<file path="config.mk">
export PLATFORM = sky130hd
export DESIGN_NAME = slts_ctrl
export DESIGN_NICKNAME = d
export VERILOG_FILES = /design/src/hw/rtl/slts_pkg.sv /design/src/hw/rtl/slts_ctrl.sv
export SDC_FILE = /design/constraint.sdc
export NUM_CORES = 1
export LEC_CHECK = 0
export BUFFER_PORTS_ARGS = -buffer_cell sky130_fd_sc_hd__buf_2
export CAP_MARGIN = 5
export CORE_AREA = 2 2 39 41
export DETAILED_ROUTE_END_ITERATION = 8
export DIE_AREA = 0 0 41 43
export PLACE_DENSITY = 0.56
export SLEW_MARGIN = 20
export SYNTH_ARGS = -nofsm -noshare
export SYNTH_HDL_FRONTEND = slang
export SYNTH_SLANG_ARGS = --single-unit
</file>
<file path="constraint.sdc">
create_clock -name clk -period 2.4 [get_ports clk]
set_clock_uncertainty 0.15 [all_clocks]
set_input_delay 0.12 -clock clk [delete_from_list [all_inputs] [get_ports clk]]
set_output_delay 0.12 -clock clk [all_outputs]
set_load 0.01 [all_outputs]
</file>
<file path="src/hw/rtl/slts_pkg.sv">
package slts_pkg;

  localparam int ROW_W   = 10;
  localparam int VALUE_W = 32;

  typedef enum logic [2:0] {
    ST_IDLE,
    ST_MUL,
    ST_SCALE,
    ST_SUB,
    ST_DIV_INIT,
    ST_DIV,
    ST_DIV_FIN,
    ST_EMIT
  } state_t;

  typedef struct packed {
    logic load;
    logic mul;
    logic scale;
    logic sub;
    logic div_init;
    logic div_step;
    logic div_fin;
    logic emit;
  } cmd_t;

  typedef struct packed {
    logic last;
    logic div_last;
    logic out_busy;
  } status_t;

endpackage

</file>
<file path="src/hw/rtl/slts_ctrl.sv">
module slts_ctrl (
  input  logic              clk,
  input  logic              rst,
  input  logic              in_valid,
  output logic              in_ready,
  input  slts_pkg::status_t status,
  output slts_pkg::cmd_t    cmd
);

  slts_pkg::state_t state, state_next;

  always_ff @(posedge clk) begin
    if (rst) begin
      state <= slts_pkg::ST_IDLE;
    end else begin
      state <= state_next;
    end
  end

  always_comb begin
    state_next = state;
    cmd        = '0;
    in_ready   = 1'b0;
    unique case (state)
      slts_pkg::ST_IDLE: begin
        in_ready = 1'b1;
        if (in_valid) begin
          cmd.load   = 1'b1;
          state_next = status.last ? slts_pkg::ST_DIV_INIT : slts_pkg::ST_MUL;
        end
      end
      slts_pkg::ST_MUL: begin
        cmd.mul    = 1'b1;
        state_next = slts_pkg::ST_SCALE;
      end
      slts_pkg::ST_SCALE: begin
        cmd.scale  = 1'b1;
        state_next = slts_pkg::ST_SUB;
      end
      slts_pkg::ST_SUB: begin
        cmd.sub    = 1'b1;
        state_next = slts_pkg::ST_IDLE;
      end
      slts_pkg::ST_DIV_INIT: begin
        cmd.div_init = 1'b1;
        state_next   = slts_pkg::ST_DIV;
      end
      slts_pkg::ST_DIV: begin
        cmd.div_step = 1'b1;
        if (status.div_last) begin
          state_next = slts_pkg::ST_DIV_FIN;
        end
      end
      slts_pkg::ST_DIV_FIN: begin
        cmd.div_fin = 1'b1;
        state_next  = slts_pkg::ST_EMIT;
      end
      slts_pkg::ST_EMIT: begin
        if (!status.out_busy) begin
          cmd.emit   = 1'b1;
          state_next = slts_pkg::ST_IDLE;
        end
      end
      default: state_next = slts_pkg::ST_IDLE;
    endcase
  end

endmodule

</file>
==> summary.json, run 1 <==
{
  "run_status": {"value": "finished, final reports clean"},
  "largest_regs": {"value": "state (3)"},
  "syn2layout_area_growth": {"value": 40.4, "unit": "%"},
  "worst_r2r_path_depth": {"value": 6},
  "drc_errors": {"value": 0},
  "timing.critical_path.from": {"value": "state[0]$_SDFFE_PP0P_"},
  "clkSinkCount": {"value": 3},
  "global_route_wire_length_before_repair": {"value": 869, "unit": "µm"},
  "postSynthAreaPerCell": {"value": 8.94, "unit": "µm²"},
  "grt_setup_unrepaired": {"value": "false"},
  "tritoncts.num_buffers": {"value": 3},
  "layout.filler_cells": {"value": 154},
  "cp-start-kind": {"value": "flip-flop"},
  "yosys.area_share.adder": {"value": 0.200},
  "area.sequential": {"value": 60.1, "unit": "µm²"},
  "global_route.usage.total": {"value": 0.0783},
  "max_cap_viol_count": {"value": 0},
  "port_buffers": {"value": 14},
  "yosysTopAreaCellShare": {"value": 0.200},
  "worst_setup_slack_post_dpl": {"value": 0.578, "unit": "ns"},
  "antenna_left": {"value": 0},
  "ys_seq_area_frac": {"value": 0.192},
  "cts.root.buffer_cell": {"value": "sky130_fd_sc_hd__clkbuf_4"},
  "hpwlAfterDp": {"value": 493, "unit": "µm"},
  "swShare": {"value": 0.384},
  "switching_power": {"value": 0.152, "unit": "mW"},
  "timing.setup.tns": {"value": 0, "unit": "ns"},
  "crit_fanout": {"value": 4},
  "r2r-end": {"value": "state[1]$_SDFFE_PP0P_"},
  "timing.slew.headroom": {"value": 0.820},
  "syn_inst": {"value": 35},
  "power.share.sequential": {"value": 0.232},
  "asyncSetResetFlopFracSynth": {"value": 0},
  "ys_ff_latch": {"value": 3},
  "required": {"value": 2.39, "unit": "ns"},
  "synth-warning-count": {"value": 0},
  "synth_enable_flop_cells": {"value": 0},
  "yosys.cell_count.top_type": {"value": "sky130_fd_sc_hd__ha_1"},
  "muxShareOfSynthArea": {"value": 0},
  "synth_nets": {"value": 46},
  "yosys-top-cells-area": {"value": "sky130_fd_sc_hd__ha_1, sky130_fd_sc_hd__dfxtp_1, sky130_fd_sc_hd__and2_2, sky130_fd_sc_hd__and2b_2, sky130_fd_sc_hd__nor3_1"},
  "max_freq": {"value": 552, "unit": "MHz"},
  "cellPowerDensity": {"value": 901, "unit": "nW/µm²"},
  "synth_top_family_by_area": {"value": "simple AND/OR/NAND/NOR gates"},
  "top_cells_by_instance_count_after_synthesis": {"value": "sky130_fd_sc_hd__ha_1, sky130_fd_sc_hd__and2_2, sky130_fd_sc_hd__nor3_1"},
  "std_cell_rows": {"value": 14},
  "finalSetupViolCount": {"value": 0},
  "grt_max_degree": {"value": 11},
  "drt-wirelength-per-cell": {"value": 8.86, "unit": "µm"},
  "gp_congestion": {"value": 0.728},
  "layout-drive-gt1-share": {"value": 0.519},
  "cts.clk_slew.worst_paths": {"value": 0.04, "unit": "ns"},
  "largest_register_by_flop_count": {"value": "state"},
  "yosys_most_used_dff": {"value": "sky130_fd_sc_hd__dfxtp_1"},
  "post-route-min-period": {"value": 1.81, "unit": "ns"},
  "synth.distinct_cells": {"value": 17},
  "floorplan.initialDensity": {"value": 0.226},
  "pin_slew_with_the_least_headroom_to_its_limit": {"value": 0.269, "unit": "ns"},
  "number_of_global_route_vias_before_repair": {"value": 212},
  "synth-xor-area-share": {"value": 0},
  "largest_register_ff_count": {"value": 3},
  "die_w": {"value": 41, "unit": "µm"},
  "synthSimpleGateAreaFrac": {"value": 0.468},
  "initial_antenna_violation_count": {"value": 0},
  "final-max-slew-violation-count": {"value": 0},
  "yosysTopAreaCell": {"value": "sky130_fd_sc_hd__ha_1"},
  "nNetsFinal": {"value": 66},
  "clkPwrFrac": {"value": 0.223},
  "overflow": {"value": 0},
  "drt-total-wl": {"value": 620, "unit": "µm"},
  "final_hold_viol_count": {"value": 0},
  "compound_gate_fraction_of_synth_area": {"value": 0.116},
  "worst_hold_check_slack": {"value": 0.0953, "unit": "ns"},
  "worst_setup_path_end_kind": {"value": "flip-flop"},
  "diodes": {"value": 0},
  "htree_num_levels": {"value": 1},
  "irDropWorstVdd": {"value": 0.306, "unit": "mV"},
  "reg2reg_slack": {"value": 0.59, "unit": "ns"},
  "core_region_area": {"value": 1380, "unit": "µm²"},
  "worst_r2r_startpoint": {"value": "state[0]$_SDFFE_PP0P_"},
  "power_report.internal_total": {"value": 0.244, "unit": "mW"},
  "combinational_fraction_of_design_power": {"value": 0.545},
  "clock_insertion_delay_worst_skew": {"value": 0.23, "unit": "ns"},
  "vias_after_detailed_routing": {"value": 305},
  "post-layout-total-power": {"value": 0.396, "unit": "mW"},
  "drt_iter0_drc": {"value": 7},
  "timing.final.crit_share": {"value": 0.755},
  "chipHeight": {"value": 43, "unit": "µm"},
  "floorplan.die_area": {"value": 1760, "unit": "µm²"},
  "post-route-worst-setup-slack": {"value": 0.587, "unit": "ns"},
  "leakage": {"value": 0.221, "unit": "nW"},
  "dr.pass1.iters": {"value": 4},
  "mappedNetlistArea": {"value": 313, "unit": "µm²"},
  "cts_tree": {"value": "yes"},
  "path_class": {"value": "reg2reg"},
  "worst_ep_arrival_time": {"value": 1.80, "unit": "ns"},
  "num_io_pins": {"value": 15},
  "drt-vias-per-instance": {"value": 4.36},
  "clock_tree.buffer_depth": {"value": 2},
  "worst_setup_path_endpoint": {"value": "state[1]$_SDFFE_PP0P_"},
  "multi_input_comb_area": {"value": 245, "unit": "µm²"},
  "post-cts-setup-buffer-count": {"value": 0},
  "hp-class": {"value": "in2reg"}
}
==> layer usage <==
layer / up-vias / routed length (µm) / GRT usage
li1: 159 / - / -
met1: 132 / 283 / 0.106
met2: 14 / 279 / 0.0938
met3: 0 / 57 / 0.0628
met4: 0 / 0 / 0.0200
met5: - / 0 / 0
==> critical path, cell delays in order, from the launching register on <==
cell	delay [ns]
sky130_fd_sc_hd__dfxtp_1	0.37
sky130_fd_sc_hd__inv_1	0.10
sky130_fd_sc_hd__ha_1	0.22
sky130_fd_sc_hd__nor2b_2	0.16
sky130_fd_sc_hd__nor2b_4	0.14
sky130_fd_sc_hd__or4b_1	0.49
sky130_fd_sc_hd__o31ai_1	0.08
==> worst min-delay path by stage <==
stage	start	endpoint	slack, ns	cells after the start
2_1_floorplan	rst	state[2]$_SDFFE_PP0P_	0.05	1
3_3_place_gp	rst	state[2]$_SDFFE_PP0P_	0.21	2
3_5_place_dp	rst	state[2]$_SDFFE_PP0P_	0.21	2
4_1_cts	in_valid	state[2]$_SDFFE_PP0P_	0.1	3
5_1_grt	in_valid	state[2]$_SDFFE_PP0P_	0.11	3
6_report	in_valid	state[2]$_SDFFE_PP0P_	0.1	3
==> what timing repair did <==
item                                   4_1_cts  5_1_grt
hold buffers                                 1        0
endpoints found under the hold margin        3        0
gates resized for setup                      0        0
==> stage by stage <==
step           std cells  instance area [µm²]   util
6_report              70                  439  0.317
5_1_grt               70                  439  0.317
4_1_cts               70                  439  0.317
3_5_place_dp          65                  403  0.291
3_3_place_gp          65                  403  0.291
2_1_floorplan         35                  313      -
==> power by group through the flow <==
stage               combinational, mW  sequential [mW]  clock, mW
floorplan                       0.157           0.0863          0
global placement                0.216           0.0936          0
detailed placement              0.216           0.0943          0
CTS                             0.219           0.0934     0.0934
global route                    0.243           0.0965      0.101
finish                          0.216           0.0918     0.0883
==> kinds of logic (layout without fill, tap and decap cells) <==
family / Yosys count / count (layout)
AOI/OAI and AO/OA: 4 / 4
and+or+nand+nor: 21 / 21
buffers and inverters: 2 / 21
DFF: 3 / 3
adders and majority gates: 5 / 5
==> final cells by class <==
| class | count | share of cell area |
|---|---|---|
| inverters | 2 | 0.0171 |
| well taps | 16 | 0.0456 |
| clock buffers | 4 | 0.0598 |
| repair buffers | 15 | 0.182 |
| flip-flops and latches | 3 | 0.137 |
| multi-input cells | 30 | 0.558 |
==> layout by cell type (no fill, tap or decap), drive strengths merged <==
master	synthesis	routed
nand2b	1	1
inv	2	2
nor2b	2	2
o31ai	2	2
nor4b	1	1
nor2	2	2
or4b	1	1
dfxtp	3	3
or4	1	1
nand2	2	2
and2b	3	3
nor3	4	4
o31a	1	1
buf	0	14
and2	4	4
dlygate4sd3	0	1
clkbuf	0	4
ha	5	5
a21boi	1	1
Note: power is estimated with default switching activity, not from simulation.
==> run 2: changes to the inputs <==
--- a/config.mk
+++ b/config.mk
@@ -5,12 +5,13 @@
 export SDC_FILE = /design/constraint.sdc
 export NUM_CORES = 1
 export LEC_CHECK = 0
+export ABC_AREA = 1
 export BUFFER_PORTS_ARGS = -buffer_cell sky130_fd_sc_hd__buf_2
 export CAP_MARGIN = 5
 export CORE_AREA = 2 2 39 41
 export DETAILED_ROUTE_END_ITERATION = 8
 export DIE_AREA = 0 0 41 43
-export PLACE_DENSITY = 0.56
+export PLACE_DENSITY = 0.61
 export SLEW_MARGIN = 20
 export SYNTH_ARGS = -nofsm -noshare
 export SYNTH_HDL_FRONTEND = slang
==> constraint.sdc (replaced) <==
create_clock -name clk -period 1.75 [get_ports clk]
set_clock_uncertainty 0.15 [all_clocks]
set_input_delay 0.0875 -clock clk [delete_from_list [all_inputs] [get_ports clk]]
set_output_delay 0.0875 -clock clk [all_outputs]
set_load 0.01 [all_outputs]
==> run 2 against run 1 <==
Against the previous run:
- core utilization grew 4.1 points
- sequential share of layout area shrank 1.6 points
- critical path type unchanged
- via count grew 19%
- final cell count grew 30%
- register-to-register slack lost 0.38 ns
- wire length grew 14%
- largest cell class unchanged
- critical path depth grew 2
- hold slack gained 0.0076 ns
- cell area grew 13%
- clock-buffer cell count is the same
- die area is the same
- global-route usage grew 1.4 points
==> summary.json, run 2 <==
{
  "nNetsFinal": {"value": 87},
  "die_w": {"value": 41, "unit": "µm"},
  "reg2reg_slack": {"value": 0.21, "unit": "ns"},
  "startpoint_of_the_worst_hold_path": {"value": "status[2]"},
  "worst_setup_path_end_kind": {"value": "flip-flop"},
  "cts_tree": {"value": "yes"},
  "run_status": {"value": "finished, final reports clean"},
  "worst_r2r_startpoint": {"value": "state[0]$_SDFFE_PP0P_"},
  "timing.slew.headroom": {"value": 0.770},
  "vias_after_detailed_routing": {"value": 364},
  "hpwlAfterDp": {"value": 634, "unit": "µm"},
  "dr_wl_met3": {"value": 67, "unit": "µm"},
  "clock_tree.buffer_depth": {"value": 2},
  "global_route_wire_length_before_repair": {"value": 1080, "unit": "µm"},
  "drt-total-wl": {"value": 706, "unit": "µm"},
  "timing.setup.tns": {"value": 0, "unit": "ns"},
  "core_region_area": {"value": 1380, "unit": "µm²"},
  "cts.root.buffer_cell": {"value": "sky130_fd_sc_hd__clkbuf_4"},
  "antenna_left": {"value": 0},
  "required": {"value": 1.78, "unit": "ns"},
  "postSynthAreaPerCell": {"value": 6.66, "unit": "µm²"},
  "route.met2.wl": {"value": 355, "unit": "µm"},
  "timing.critical_path.slowest_stage_cell": {"value": "sky130_fd_sc_hd__dfxtp_1"},
  "crit_fanout": {"value": 5},
  "path_cells": {"value": "inv_1 -> ha_1 -> inv_1 -> nor3_1 -> or2_2 -> inv_1 -> nand2_1 -> inv_1"},
  "yosys.cell_count.top_type": {"value": "sky130_fd_sc_hd__inv_1"},
  "hold_depth": {"value": 5},
  "yosysTopAreaCell": {"value": "sky130_fd_sc_hd__ha_1"},
  "worst_r2r_path_depth": {"value": 8},
  "dp_cells": {"value": 86},
  "drt_iter0_drc": {"value": 5},
  "route.layer.met1.wl": {"value": 284, "unit": "µm"},
  "irDropWorstVdd": {"value": 0.404, "unit": "mV"},
  "top_cells_by_instance_count_after_synthesis": {"value": "sky130_fd_sc_hd__inv_1, sky130_fd_sc_hd__nand2_1, sky130_fd_sc_hd__nor2_1"},
  "synthSimpleGateAreaFrac": {"value": 0.473},
  "ys_ff_latch": {"value": 3},
  "dr.pass1.iters": {"value": 2},
  "grt_setup_unrepaired": {"value": "false"},
  "synth-xor-area-share": {"value": 0},
  "synth-warning-count": {"value": 0},
  "floorplan.die_area": {"value": 1760, "unit": "µm²"},
  "instances_no_fill": {"value": 91},
  "max_cap_viol_count": {"value": 0},
  "grt_max_degree": {"value": 8},
  "yosys.area_share.adder": {"value": 0.168},
  "layout-drive-gt1-share": {"value": 0.347},
  "yosysTopAreaCellShare": {"value": 0.168},
  "post-layout-total-power": {"value": 0.765, "unit": "mW"},
  "finalSetupViolCount": {"value": 0},
  "gp_congestion": {"value": 0.744},
  "synth.distinct_cells": {"value": 16},
  "final_hold_viol_count": {"value": 0},
  "global_route.usage.total": {"value": 0.0924},
  "timing.final.crit_share": {"value": 0.880},
  "post-route-worst-setup-slack": {"value": 0.210, "unit": "ns"},
  "r2r-end": {"value": "state[2]$_SDFFE_PP0P_"},
  "leakage": {"value": 0.308, "unit": "nW"},
  "floorplan.initialDensity": {"value": 0.269},
  "cp-start-kind": {"value": "flip-flop"},
  "syn_inst": {"value": 56},
  "diodes": {"value": 0},
  "ys_seq_area_frac": {"value": 0.161},
  "final-max-slew-violation-count": {"value": 0},
  "largest_register_ff_count": {"value": 3},
  "chipHeight": {"value": 43, "unit": "µm"},
  "tritoncts.num_buffers": {"value": 3},
  "compound_gate_fraction_of_synth_area": {"value": 0.0268},
  "final_cell_mix": {"value": "sky130_fd_sc_hd__inv_1, sky130_fd_sc_hd__buf_2, sky130_fd_sc_hd__nand2_1"},
  "worst_path_dominant_cell_family": {"value": "simple AND/OR/NAND/NOR gates"},
  "yosys-top-cells-area": {"value": "sky130_fd_sc_hd__ha_1, sky130_fd_sc_hd__dfxtp_1, sky130_fd_sc_hd__inv_1, sky130_fd_sc_hd__nand2_1, sky130_fd_sc_hd__nand3_4"},
  "clock_insertion_delay_worst_skew": {"value": 0.23, "unit": "ns"},
  "htree_num_levels": {"value": 1},
  "synth_enable_flop_cells": {"value": 0},
  "hp-class": {"value": "in2reg"},
  "drc_errors": {"value": 0},
  "largest_register_by_flop_count": {"value": "state"},
  "asyncSetResetFlopFracSynth": {"value": 0},
  "final_area": {"value": 495, "unit": "µm²"},
  "cts.clk_slew.worst_paths": {"value": 0.04, "unit": "ns"},
  "overflow": {"value": 0},
  "worst_ep_arrival_time": {"value": 1.57, "unit": "ns"},
  "muxShareOfSynthArea": {"value": 0},
  "yosys_most_used_dff": {"value": "sky130_fd_sc_hd__dfxtp_1"},
  "cellPowerDensity": {"value": 1540, "unit": "nW/µm²"},
  "port_buffers": {"value": 14},
  "pin_slew_with_the_least_headroom_to_its_limit": {"value": 0.344, "unit": "ns"},
  "drt-vias-per-instance": {"value": 4.00},
  "syn2layout_area_growth": {"value": 32.9, "unit": "%"},
  "number_of_global_route_vias_before_repair": {"value": 301},
  "post-route-min-period": {"value": 1.54, "unit": "ns"},
  "crit_buf_inv": {"value": 4},
  "largest_regs": {"value": "state (3)"},
  "top_signal_layer_used": {"value": "met3"},
  "synth_top_family_by_area": {"value": "simple AND/OR/NAND/NOR gates"},
  "initial_antenna_violation_count": {"value": 0},
  "worst_setup_slack_post_dpl": {"value": 0.197, "unit": "ns"},
  "critical_path.max_stage_delay": {"value": 0.40, "unit": "ns"},
  "post_dp_cell_area": {"value": 459, "unit": "µm²"},
  "whs_endpoint": {"value": "state[2]$_SDFFE_PP0P_"},
  "drt-wirelength-per-cell": {"value": 7.76, "unit": "µm"},
  "mappedNetlistArea": {"value": 373, "unit": "µm²"},
  "clkSinkCount": {"value": 3},
  "path_class": {"value": "reg2reg"},
  "worst_path_most_repeated_cell": {"value": "sky130_fd_sc_hd__inv_1"},
  "num_io_pins": {"value": 15},
  "synth_nets": {"value": 67},
  "max_freq": {"value": 649, "unit": "MHz"},
  "std_cell_rows": {"value": 14}
}
-- run 2: cell types whose count changed in the layout (fill, tap and decap cells not counted), moves of 3 or more --
cell,change
sky130_fd_sc_hd__and2b_2,-3
sky130_fd_sc_hd__nor2_1,+5
sky130_fd_sc_hd__and2_2,-4
sky130_fd_sc_hd__nand2_1,+9
sky130_fd_sc_hd__inv_1,+12
-- run 2: power breakdown --
part | internal [mW] | switching (mW) | total [mW]
Combinational | 0.202 | 0.286 | 0.488
Sequential | 0.100 | 0.0575 | 0.158
Clock | 0.0853 | 0.0343 | 0.120
Total | 0.387 | 0.377 | 0.765
-- run 2: timing repair --
action	4_1_cts	5_1_grt
buffers inserted	0	0
hold endpoints to repair	2	0
hold buffers	1	0
resized for setup	0	0
-- run 2: per-layer routing --
| layer | track usage | vias up |
|---|---|---|
| met5 | 0 | - |
| met4 | 0.0600 | 0 |
| met3 | 0.0314 | 0 |
| met2 | 0.156 | 14 |
| met1 | 0.0868 | 145 |
| li1 | - | 205 |
-- run 2: layout make-up --
class	instances	area, µm²
multi-input combinational	38	249
timing repair buffer	16	87.6
fill	168	888
inverter	14	52.6
clock buffer	4	26.3
tap	16	20.0
sequential	3	60.1
-- run 2: cells by family after synthesis --
kind of cell / count (synthesis)
adder cells (fa/ha/maj): 5
AO/OA/AOI/OAI: 2
AND/OR/NAND/NOR: 31
flip-flops: 3
buffers and inverters: 15
-- run 2: how the worst max path moves through the flow --
stage	startpoint	cells past startpoint	endpoint
after floorplan	state[0]$_SDFFE_PP0P_	8	state[2]$_SDFFE_PP0P_
after global placement	state[0]$_SDFFE_PP0P_	8	state[2]$_SDFFE_PP0P_
after detailed placement	state[0]$_SDFFE_PP0P_	8	state[2]$_SDFFE_PP0P_
after CTS	state[0]$_SDFFE_PP0P_	8	state[2]$_SDFFE_PP0P_
after global routing	state[0]$_SDFFE_PP0P_	8	state[2]$_SDFFE_PP0P_
final	state[0]$_SDFFE_PP0P_	8	state[2]$_SDFFE_PP0P_
-- run 2: per-stage QoR --
| stage | hold slack [ns] | util |
|---|---|---|
| floorplan | 0.00657 | - |
| global placement | 0.135 | 0.332 |
| detailed placement | 0.127 | 0.332 |
| CTS | 0.109 | 0.358 |
| global route | 0.114 | 0.358 |
| finish | 0.103 | 0.358 |
-- run 2: worst reg2reg max path, delay by kind of cell, from the launching register on --
| family | cells | cell delay (ns) |
|---|---|---|
| fa+ha+maj | 1 | 0.21 |
| buf+inv | 4 | 0.31 |
| simple gates | 3 | 0.42 |
| flops | 1 | 0.40 |
